===== src/hdl/ssp_pkg.sv =====
// Shared constants, register map and widths for the sprite screen projection.
// No dependencies; used by ssp_div and sprite_screen_projection.
package ssp_pkg;

  localparam int POS_FRAC_BITS = 10;
  localparam int VEC_FRAC_BITS = 14;
  localparam int MAX_SCREEN    = 2048;

  localparam int DEPTH_SHIFT = VEC_FRAC_BITS + 8 - POS_FRAC_BITS;
  localparam int VSHIFT_NUM  = 25600;
  localparam int SIZE_SHIFT  = 8;
  localparam int SIZE_MAX    = 4095;

  localparam int ADDR_W = 5;
  localparam int DATA_W = 32;

  localparam int NUM_W = 46;
  localparam int DEN_W = 34;
  localparam int QUO_W = 15;
  localparam int CMP_W = DEN_W + QUO_W;

  typedef enum logic [2:0] {
    REG_PLAYER_X,
    REG_PLAYER_Y,
    REG_VIEW_DIR_X,
    REG_VIEW_DIR_Y,
    REG_CAM_PLANE_X,
    REG_CAM_PLANE_Y,
    REG_SCREEN_W,
    REG_SCREEN_H
  } reg_idx_t;

  localparam logic [15:0] RST_PLAYER_X    = 16'h0000;
  localparam logic [15:0] RST_PLAYER_Y    = 16'h0000;
  localparam logic [15:0] RST_VIEW_DIR_X  = 16'hC000;
  localparam logic [15:0] RST_VIEW_DIR_Y  = 16'h0000;
  localparam logic [15:0] RST_CAM_PLANE_X = 16'h0000;
  localparam logic [15:0] RST_CAM_PLANE_Y = 16'd10813;
  localparam logic [11:0] RST_SCREEN_W    = 12'd640;
  localparam logic [11:0] RST_SCREEN_H    = 12'd480;

endpackage


===== src/hdl/ssp_div.sv =====
// Pipelined unsigned restoring divider, one quotient bit per stage.
// Depends on ssp_pkg; quotient saturates to all ones when it would overflow.
module ssp_div (
  input  logic                       clk,
  input  logic [ssp_pkg::NUM_W-1:0]  num,
  input  logic [ssp_pkg::DEN_W-1:0]  den,
  output logic [ssp_pkg::QUO_W-1:0]  quo
);
  import ssp_pkg::*;

  logic [NUM_W-1:0] rem [0:QUO_W];
  logic [DEN_W-1:0] dv  [0:QUO_W];
  logic [QUO_W-1:0] qt  [0:QUO_W];
  logic             sat [0:QUO_W];

  always_ff @(posedge clk) begin
    rem[0] <= num;
    dv[0]  <= den;
    qt[0]  <= '0;
    sat[0] <= CMP_W'(num) >= {den, QUO_W'(0)};
  end

  for (genvar i = 0; i < QUO_W; i++) begin : g_step
    localparam int SH = QUO_W - 1 - i;
    logic [CMP_W-1:0] trial;
    logic             take;
    assign trial = CMP_W'(dv[i]) << SH;
    assign take  = CMP_W'(rem[i]) >= trial;
    always_ff @(posedge clk) begin
      rem[i+1] <= take ? rem[i] - trial[NUM_W-1:0] : rem[i];
      dv[i+1]  <= dv[i];
      qt[i+1]  <= qt[i] | (QUO_W'(take) << SH);
      sat[i+1] <= sat[i];
    end
  end

  assign quo = sat[QUO_W] ? '1 : qt[QUO_W];

endmodule

===== config.mk =====
export PLATFORM = sky130hd
export DESIGN_NAME = ssp_div
export DESIGN_NICKNAME = d
export VERILOG_FILES = /design/src/hdl/ssp_pkg.sv /design/src/hdl/ssp_div.sv
export SDC_FILE = /design/constraint.sdc
export NUM_CORES = 2
export LEC_CHECK = 0
export BUFFER_PORTS_ARGS = -buffer_cell sky130_fd_sc_hd__buf_2
export CAP_MARGIN = 30
export CORE_ASPECT_RATIO = 0.5
export CORE_UTILIZATION = 33
export DETAILED_ROUTE_END_ITERATION = 10
export PLACE_DENSITY_LB_ADDON = 0.25
export SLEW_MARGIN = 20
export SYNTH_ARGS = -nofsm -noshare
export SYNTH_HDL_FRONTEND = slang
export SYNTH_SLANG_ARGS = --single-unit

===== constraint.sdc =====
create_clock -name clk -period 3.65 [get_ports clk]
set_input_delay 0.5475 -clock clk [delete_from_list [all_inputs] [get_ports clk]]
set_output_delay 0.5475 -clock clk [all_outputs]
set_load 0.01 [all_outputs]

After elaboration in Yosys (flattened, before gate mapping)
Memories as Yosys holds them, arrays and structs flattened. Index checks and enable logic that the tools add are counted.

Memories kept: 4. RAM bits: 1536. Bits in registers: 0. Word-level logic and storage cells: 66. Output and inout port bits: 15. Input bits: 81.

Memory list: rem (words 16, bits a word 46, read ports 15, clocked after Yosys merged registers in 0, write ports 16, RTL line ssp_div.sv:11) `logic [NUM_W-1:0] rem [0:QUO_W];`; dv (words 16, bits a word 34, read ports 15, clocked after Yosys merged registers in 0, write ports 16, RTL line ssp_div.sv:12) `logic [DEN_W-1:0] dv [0:QUO_W];`; qt (words 16, bits a word 15, read ports 16, clocked after Yosys merged registers in 0, write ports 16, RTL line ssp_div.sv:13) `logic [QUO_W-1:0] qt [0:QUO_W];`; sat (words 16, bits a word 1, read ports 16, clocked after Yosys merged registers in 0, write ports 16, RTL line ssp_div.sv:14) `logic sat [0:QUO_W];`.

$lt $le $gt $ge: 16. $add $sub $neg: 15. Mux-type cells: 16. Bitwise gates (word level): 15.

Operators by type and width (number): 2-to-1 mux 46 bit (15); subtractor 46 bit (3); greater-or-equal comparator 46 x 49 -> 1 bit (1); greater-or-equal comparator 46 x 48 -> 1 bit (1); greater-or-equal comparator 46 x 47 -> 1 bit (1); greater-or-equal comparator 46 x 34 -> 1 bit (1); greater-or-equal comparator 46 x 35 -> 1 bit (1); greater-or-equal comparator 46 x 36 -> 1 bit (1); greater-or-equal comparator 46 x 37 -> 1 bit (1); greater-or-equal comparator 46 x 38 -> 1 bit (1); greater-or-equal comparator 46 x 39 -> 1 bit (1); greater-or-equal comparator 46 x 40 -> 1 bit (1); greater-or-equal comparator 46 x 41 -> 1 bit (1); greater-or-equal comparator 46 x 42 -> 1 bit (1); greater-or-equal comparator 46 x 43 -> 1 bit (1); greater-or-equal comparator 46 x 44 -> 1 bit (1); greater-or-equal comparator 46 x 45 -> 1 bit (1); greater-or-equal comparator 46 bit (1); subtractor 46 x 34 -> 46 bit (1); subtractor 46 x 35 -> 46 bit (1); subtractor 46 x 36 -> 46 bit (1); subtractor 46 x 37 -> 46 bit (1); subtractor 46 x 38 -> 46 bit (1); subtractor 46 x 39 -> 46 bit (1); other kinds (22) (22).

Depth between registers and ports, before layout
An unclocked memory read counts as a cell.

Word-level depth: 3. Mapped depth: 16. Depth with buffers taken out: 15.

Least setup slack after synthesis
No wires, ideal clock.

Path kind: register to register. Start: memory rem[10][4], in the netlist rem[1][96]. End: memory rem[11][5], in the netlist rem[1][143]. Stages on the path, launching flop included: 16. Data arrival time: 3.154 ns. Data required time: 3.529 ns. Slack: 0.375 ns. Buffers on the path: 2. Cell sequence: dfxtp_1 inv_1 ha_1 inv_1 fa_1 a21oi_1 o21ai_0 a21oi_1 o21ai_0 a211oi_1 o31ai_1 a211oi_1 o21a_1 buf_2 buf_2 mux2_2.

RTL lines (RTL line): start: declaration (ssp_div.sv:11).

==> results.py <==
metrics = {
    "yosys": {
        "synth.ff_latch_count": 1336,
        "synth_area_leaders": "dfxtp_1, ha_1, a21oi_1, inv_1, xnor2_1",
        "synth_top_cells_by_count": "dfxtp_1, inv_1, a21oi_1, ha_1, nand2_1",
        "synth_edf_count": 0,
        "syn_avg_cell_area_sq_um": 9.179,
        "ys_seq_area_share_pct": 43.25,
        "yosysTopAreaCellShare_pct": 43.25,
        "syn_nets": 7370,
        "synthFlopType": "dfxtp_1",
        "syn_area_sq_um": 61840,
        "yosys.area.top_type": "dfxtp_1",
        "netlist_instances": 6737,
        "ys_types": 99,
        "synth-async-reset-ratio_pct": 0,
        "synth.most_common_cell": "dfxtp_1",
        "ys_warn_count": 0,
    },
    "clock_tree": {
        "cts_buffers": 144,
        "htreeDepth": 4,
        "clock_latency_ns": 0.79,
        "cts_num_sinks": 1336,
        "root_buffer": "clkbuf_16",
        "clock_path_buffers": 4,
        "cts_tree": "yes",
        "clk_pin_slew_ns": 0.06,
    },
    "floorplan": {
        "initial_core_util_pct": 33.48,
        "die_area_sq_um": 189200,
        "dieHeight_microns": 308.1,
        "die_w_microns": 614.2,
        "ios": 96,
        "rows": 111,
        "core_sq_um": 184700,
    },
    "place": {
        "dp_hpwl_mm": 112.7,
        "io_buffers": 95,
        "placed_area_sq_um": 66220,
        "gp_congestion": 0.8871,
        "pre_cts_ws_ns": -0.7863,
    },
    "route": {
        "finalWirelength_mm": 143.9,
        "routedWlPerCell_microns": 14.91,
        "drtIter0Drc": 2394,
        "vias_per_cell": 4.682,
        "vias": 45169,
        "drt.antenna.violating_nets": 0,
        "first_pass_iters": 9,
        "drc": 2,
    },
    "setup_path": {
        "endpoint_kind": "flop",
        "cpMaxStageDelayCell": "fa_1",
        "startpoint_type": "flop",
        "critPathMaxStageDelay_ns": 0.43,
        "critical_path_required_ns": 4.33,
        "crit_chain": "inv_1, ha_1, fa_1, nor2b_2, o2111ai_1, nand3_1, a311o_1, a311oi_4, o211ai_2, nand3_2, a31oi_2, a31o_4, buf_12, mux2_2",
        "path_max_fanout": 15,
        "arrival_ns": 4.14,
        "crit_type": "reg -> reg",
    },
    "grt": {
        "grt_pass1_wl_mm": 231.2,
        "grt_pass1_vias": 44570,
        "overflow": 0,
        "antenna_found_initial": 1,
        "track_usage_pct": 14.90,
        "grt_max_degree": 62,
    },
    "sta": {
        "setup_ws_ns": 0.1893,
        "totalNegativeSetupSlack_ns": 0,
        "finalCritPeriodShare_pct": 94.81,
        "rsz0062_at_grt": "no",
        "setup_violations": 0,
        "fmax_mhz": 289.0,
        "finClkSkew_ns": 0.03771,
        "maxSlewHeadroom_pct": 43.80,
        "fin_worst_hold_slack_ns": 0.3218,
        "tightest_slew_ns": 0.8430,
        "finalHoldViolCount": 0,
        "drv_slew": 0,
        "period_needed_ns": 3.461,
    },
    "final_layout": {
        "postLayoutCellArea_sq_um": 71880,
        "drive_gt1_share_pct": 10.39,
        "utilization_pct": 38.92,
        "areaGrowthSynthToFinish_pct": 16.24,
        "nFillCells": 18655,
        "nets": 7693,
    },
    "power_and_ir_drop": {
        "netSwitchingPower_mw": 23.61,
        "p_sw_share_pct": 36.89,
        "powerDensity_nw_per_um2": 890.4,
        "p_leak_nw": 32.96,
        "seqPwrFrac_pct": 32.6,
        "pwr-share-clk_pct": 22.9,
        "intPower_mw": 40.39,
        "p_comb_share_pct": 44.5,
        "ir_drop_v": 0.0003355,
    },
    "run_status": {
        "violations": "design-rule violations",
        "outcome": "complete, but fails checks",
    },
    "min_path": {
        "hp-class": "reg -> reg",
    },
    "flow_run": {
        "maxCapViolCount": 0,
    },
}
-- per-layer routing --
layer  vias to the layer above  global-route usage [%]  part of all wire, %
li1                      24002                       -                    -
met1                     20168                   19.77                   50
met2                       716                   24.57                   44
met3                       283                   2.121                  3.1
met4                         0                   5.666                  3.5
met5                         -                       0                    0
-- area by class of cell --
cell class,count,area [sq um],area share (%)
inverter,699,2624,3.650
antenna,1,2.502,0.003481
clock buffer,210,4275,5.948
timing repair buffer,355,2824,3.929
sequential,1336,26750,37.21
tap,2486,3110,4.327
clock inverter,36,476.7,0.6632
multi-input combinational,4524,31820,44.27
-- cells by family (layout without fill, tap and decap cells) --
kind of cell | after synthesis | count (layout) | synth area share [%]
muxes | 145 | 145 | 2.784
other | 0 | 1 | 0
DFF | 1336 | 1336 | 43.25
AOI/OAI and AO/OA | 1803 | 1803 | 18.23
xor gates and xnor gates | 475 | 475 | 6.728
and+or+nand+nor | 1549 | 1549 | 12.13
buffers and inverters | 877 | 1300 | 5.530
adders and majority gates | 552 | 552 | 11.34
-- path summary, 6_finish.rpt --
check | slack, ns | startpoint | endpoint | depth (start not counted)
worst max-delay path | 0.19 | rem[0][59] | rem[0][109] | 14
worst min-delay path | 0.32 | qt[2][55] | qt[3][10] | 0
worst min register to register | 0.32 | qt[2][55] | qt[3][10] | 0
worst max register to register | 0.19 | rem[0][59] | rem[0][109] | 14
-- worst max-delay path: cells and delay by family, from the launching register on --
family	cells	cell delay, ns
multiplexers	1	0.35
adder cells (fa/ha/maj)	2	0.65
AO/OA/AOI/OAI	6	1.36
flip-flops	1	0.32
AND/OR/NAND/NOR	3	0.43
buffers and inverters	2	0.23
-- cell usage in the layout (no fill, tap or decap), drive strengths merged, types with 13 or more instances in the layout --
master and n:
nand2b 57, nand3 110, nand2 496, nor2b 73, a211oi 49, ha 538, nor2 365, xnor2 278
dlygate4sd3 80, a2111oi 15, a211o 14, fa 14, o21ai 442, or4 19, and2 23, clkbuf 211
buf 274, o2111ai 21, or2 42, dfxtp 1336, and3 53, or3 42, o211ai 31, inv 701
o31ai 34, nor3 73, a21boi 13, o21bai 64, o21a 59, a31oi 48, nand4 89, a21oi 576
a31o 17, nor4 44, a21o 300, mux2 135, clkinv 20, o31a 13, xor2 197
-- flip-flops by register name, summed over array words and instances, names as in the netlist --
| register | flops |
|---|---|
| rem | 690 |
| qt | 120 |
| sat | 16 |
| dv | 510 |
-- metrics by stage --
stage	total power [mW]	cells
3_3_place_gp	49.29	9318
3_5_place_dp	49.29	9318
4_1_cts	64.40	9644
6_report	64.00	9647
2_1_floorplan	41.92	6737
5_1_grt	68.99	9646
-- power by group through the flow --
stage               Combinational [mW]  Clock (mW)  Sequential (mW)
CTS                               28.4        15.2             20.9
global route                      31.9        15.8             21.3
global placement                  28.0           0             21.3
finish                            28.5        14.7             20.9
floorplan                         21.8           0             20.1
detailed placement                28.1           0             21.2
-- repair_timing --
action	CTS	global route
setup buffers	0	1
resized for setup	0	19
setup endpoints to repair	0	34
hold buffers	80	0
endpoints found under the hold margin	81	0
Power figures use the tool's default switching activity.
